File: config.mk
export PLATFORM = sky130hd
export DESIGN_NAME = obu_ram
export DESIGN_NICKNAME = d
export VERILOG_FILES = /design/src/design/obu_ram.sv
export SDC_FILE = /design/constraint.sdc
export NUM_CORES = 1
export LEC_CHECK = 0
export BUFFER_PORTS_ARGS = -buffer_cell sky130_fd_sc_hd__buf_4
export CAP_MARGIN = 10
export CORE_ASPECT_RATIO = 2
export CORE_UTILIZATION = 45
export CTS_BUF_LIST = sky130_fd_sc_hd__clkbuf_8
export CTS_CLUSTER_DIAMETER = 150
export DETAILED_ROUTE_END_ITERATION = 7
export GPL_ROUTABILITY_DRIVEN = 0
export GPL_TIMING_DRIVEN = 0
export PLACE_DENSITY = 0.6
export REMOVE_ABC_BUFFERS = 1
export SETUP_SLACK_MARGIN = 0.5
export SYNTH_ARGS = -nofsm -noshare
export SYNTH_HDL_FRONTEND = slang
export SYNTH_SLANG_ARGS = --single-unit
File: constraint.sdc
create_clock -name clock -period 2.1 [get_ports clock]
set_input_delay 0 -clock clock [delete_from_list [all_inputs] [get_ports clock]]
set_output_delay 0 -clock clock [all_outputs]
set_load 0.02 [all_outputs]
File: src/design/obu_ram.sv
`timescale 1ns / 1ps
`default_nettype none

module obu_ram #(
   parameter int WIDTH = 8,
   parameter int DEPTH = 16
) (
   input  wire logic                     clock,
   input  wire logic                     we,
   input  wire logic [$clog2(DEPTH)-1:0] waddr,
   input  wire logic [WIDTH-1:0]         wdata,
   input  wire logic [$clog2(DEPTH)-1:0] raddr,
   output logic      [WIDTH-1:0]         rdata
);

   logic [WIDTH-1:0] mem_ff [DEPTH];

   always_ff @(posedge clock) begin
      if (we) begin
         mem_ff[waddr] <= wdata;
      end
      rdata <= mem_ff[raddr];
   end

endmodule

`default_nettype wire

==> results.py <==
metrics = {
    "status": {
        "status": "finished clean",
    },
    "sta": {
        "rsz0062_at_grt": "no",
        "fin_crit_ns": 1.414,
        "fin_crit_sh": 0.6735,
        "worstMarginPinSlew_ns": 1.010,
        "slew_viol_final": 0,
        "hold_violations": 0,
        "setup_violations": 0,
        "finClkSkew_ns": 0.008140,
        "fmax_mhz": 707.0,
        "maxSlewHeadroom": 0.3242,
        "fin_hold_ws_ns": 0.03568,
    },
    "setup_path": {
        "arrival_ns": 1.73,
        "ff2ff_path_depth": 3,
        "path_class": "reg2reg",
        "start_kind": "flip-flop",
        "crit_path_end_kind": "flip-flop",
        "startpoint": "mem_ff[1][3]$_DFFE_PP_",
        "cp_max_fo": 1,
        "r2r_start": "mem_ff[1][3]$_DFFE_PP_",
        "r2r_slack_ns": 0.69,
        "rr_endpoint": "rdata[3]$_DFF_P_",
        "crit_path_end": "rdata[3]$_DFF_P_",
        "worstPathRequired_ns": 2.41,
    },
    "final_layout": {
        "antenna-diode-count": 0,
        "syn_to_final_growth_pct": 14.05,
        "finalNonFillerCells": 424,
        "finish.net_count": 289,
        "layout_commonest_cell": "edfxtp_1",
        "fin_area_um2": 5871,
        "drive_gt1_frac": 0.2746,
        "layout_common_cells": "edfxtp_1, buf_4, mux4_2",
        "fin_util": 0.5331,
    },
    "power": {
        "vdd_ir_drop_max_mv": 0.6606,
        "power.leakage_nw": 1.928,
        "p_per_area_nw_per_um2": 894.2,
    },
    "min_path": {
        "hold_class": "in2reg",
    },
    "yosys": {
        "synth_seq_area_share": 0.7778,
        "synthDistinctLibCells": 19,
        "ys.warnings.count": 0,
        "syn-instance-count": 229,
        "synth_area_um2": 5147,
        "synth.ff_latch_count": 136,
        "synth_area_per_cell_um2": 22.48,
    },
    "drt": {
        "vias": 2380,
        "dr.pass1.iters": 4,
        "wl_per_cell_um": 23.49,
        "route.detailed.drc": 0,
        "drt_iter0_markers": 158,
        "ant_nets": 0,
        "vias_per_cell": 5.613,
        "drt-total-wl_um": 9958,
    },
    "cts": {
        "htreeDepth": 4,
        "postCtsSetupBuffers": 0,
        "clk_pin_slew_ns": 0.08,
        "clock-sinks": 136,
        "cts-root-buf": "clkbuf_8",
        "cts_tree": "built",
        "numCtsBuffers": 17,
        "clk_latency_ns": 0.43,
        "cts.path.max_buffers": 2,
    },
    "die": {
        "dieArea_um2": 11900,
        "io_pins": 26,
        "core_area_um2": 11010,
        "rows": 54,
        "die_h_um": 153.3,
        "dieWidth_um": 77.63,
        "initial_core_util": 0.4674,
    },
    "global_routing": {
        "grt_max_degree": 33,
        "grt_use_total": 0.1864,
        "grt_overflow": 0,
        "antenna_found_initial": 0,
        "grt_pass1_vias": 2500,
        "grt_first_pass_wirelength_um": 15080,
    },
    "placement": {
        "placed_cells": 384,
        "dp_hpwl_um": 6244,
        "io_buffers": 25,
        "dpl_cell_area_um2": 5444,
    },
    "run": {
        "cap_violations": 0,
    },
}
-- layer usage --
layer,track usage,up-vias,part of all wire
li1,-,1057,-
met1,0.2146,1228,0.37
met2,0.3215,81,0.56
met3,0.04716,14,0.051
met4,0.08625,0,0.023
met5,0,-,0
-- worst min path at each step --
stage             start                 endpoint  depth (start not counted)
2_1_floorplan  wdata[0]   mem_ff[0][0]$_DFFE_PP_                          0
3_3_place_gp   wdata[7]   mem_ff[7][7]$_DFFE_PP_                          1
3_5_place_dp   wdata[2]   mem_ff[1][2]$_DFFE_PP_                          1
4_1_cts        waddr[1]   mem_ff[8][3]$_DFFE_PP_                          2
5_1_grt        waddr[0]   mem_ff[0][3]$_DFFE_PP_                          2
6_report       waddr[0]  mem_ff[12][7]$_DFFE_PP_                          2
-- cells in the mapped netlist --
library cell | count | share of area
and2b_1 | 1 | 0.0015
buf_6 | 3 | 0.0066
buf_4 | 1 | 0.0015
nor2b_1 | 1 | 0.0012
nand3b_1 | 2 | 0.0029
clkdlybuf4s25_2 | 3 | 0.0058
mux4_1 | 14 | 0.071
buf_2 | 3 | 0.0029
nand2_1 | 9 | 0.0066
edfxtp_1 | 128 | 0.75
or3b_2 | 1 | 0.0017
nand3_1 | 1 | 0.00097
dfxtp_1 | 8 | 0.031
a22oi_1 | 16 | 0.023
mux4_2 | 18 | 0.079
nand2b_1 | 2 | 0.0024
nor3_1 | 4 | 0.0039
and2_1 | 1 | 0.0012
nor2_1 | 13 | 0.0095
-- layout make-up --
| cell class | count | area [µm²] |
|---|---|---|
| tap | 140 | 175.2 |
| clock inverter | 15 | 112.6 |
| clock buffer | 17 | 234.0 |
| multi-input combinational | 83 | 1077 |
| sequential | 136 | 4004 |
| timing repair buffer | 33 | 267.8 |
| fill | 876 | 5142 |
-- through the flow --
| stage | TNS, ns | total power [mW] | setup slack (ns) |
|---|---|---|---|
| 4_1_cts | 0 | 5.295 | 0.6590 |
| 3_5_place_dp | 0 | 3.420 | 0.2690 |
| 3_3_place_gp | -1.235 | 3.407 | -0.1548 |
| 6_report | 0 | 5.250 | 0.6856 |
| 5_1_grt | 0 | 5.434 | 0.6356 |
| 2_1_floorplan | 0 | 3.248 | 0.6071 |
-- sequential cells by signal (all words and copies together), names as in the netlist --
| register | flops |
|---|---|
| mem_ff | 128 |
| rdata | 8 |
-- kinds of logic after synthesis --
group,Yosys count,share of synthesized area
flops,136,0.7778
simple gates,35,0.03184
compound gates,16,0.02334
buf+inv,10,0.01677
mux,32,0.1502
-- worst max-delay path, stage by stage (launching register included) --
cell      delay (ns)
edfxtp_1        0.36
mux4_1          0.53
a22oi_1         0.30
nand2_1         0.10
-- power by group --
| group | total (mW) | switching, mW | internal, mW |
|---|---|---|---|
| combinational | 0.317 | 0.180 | 0.137 |
| clock | 1.89 | 0.976 | 0.911 |
| sequential | 3.05 | 0.0149 | 3.03 |
| total | 5.25 | 1.17 | 4.08 |
-- repair_timing --
action,4_1_cts,5_1_grt
endpoints found under the hold margin,128,0
resized for setup,0,0
hold buffers,8,0
Note: power is estimated with default switching activity, not from simulation.
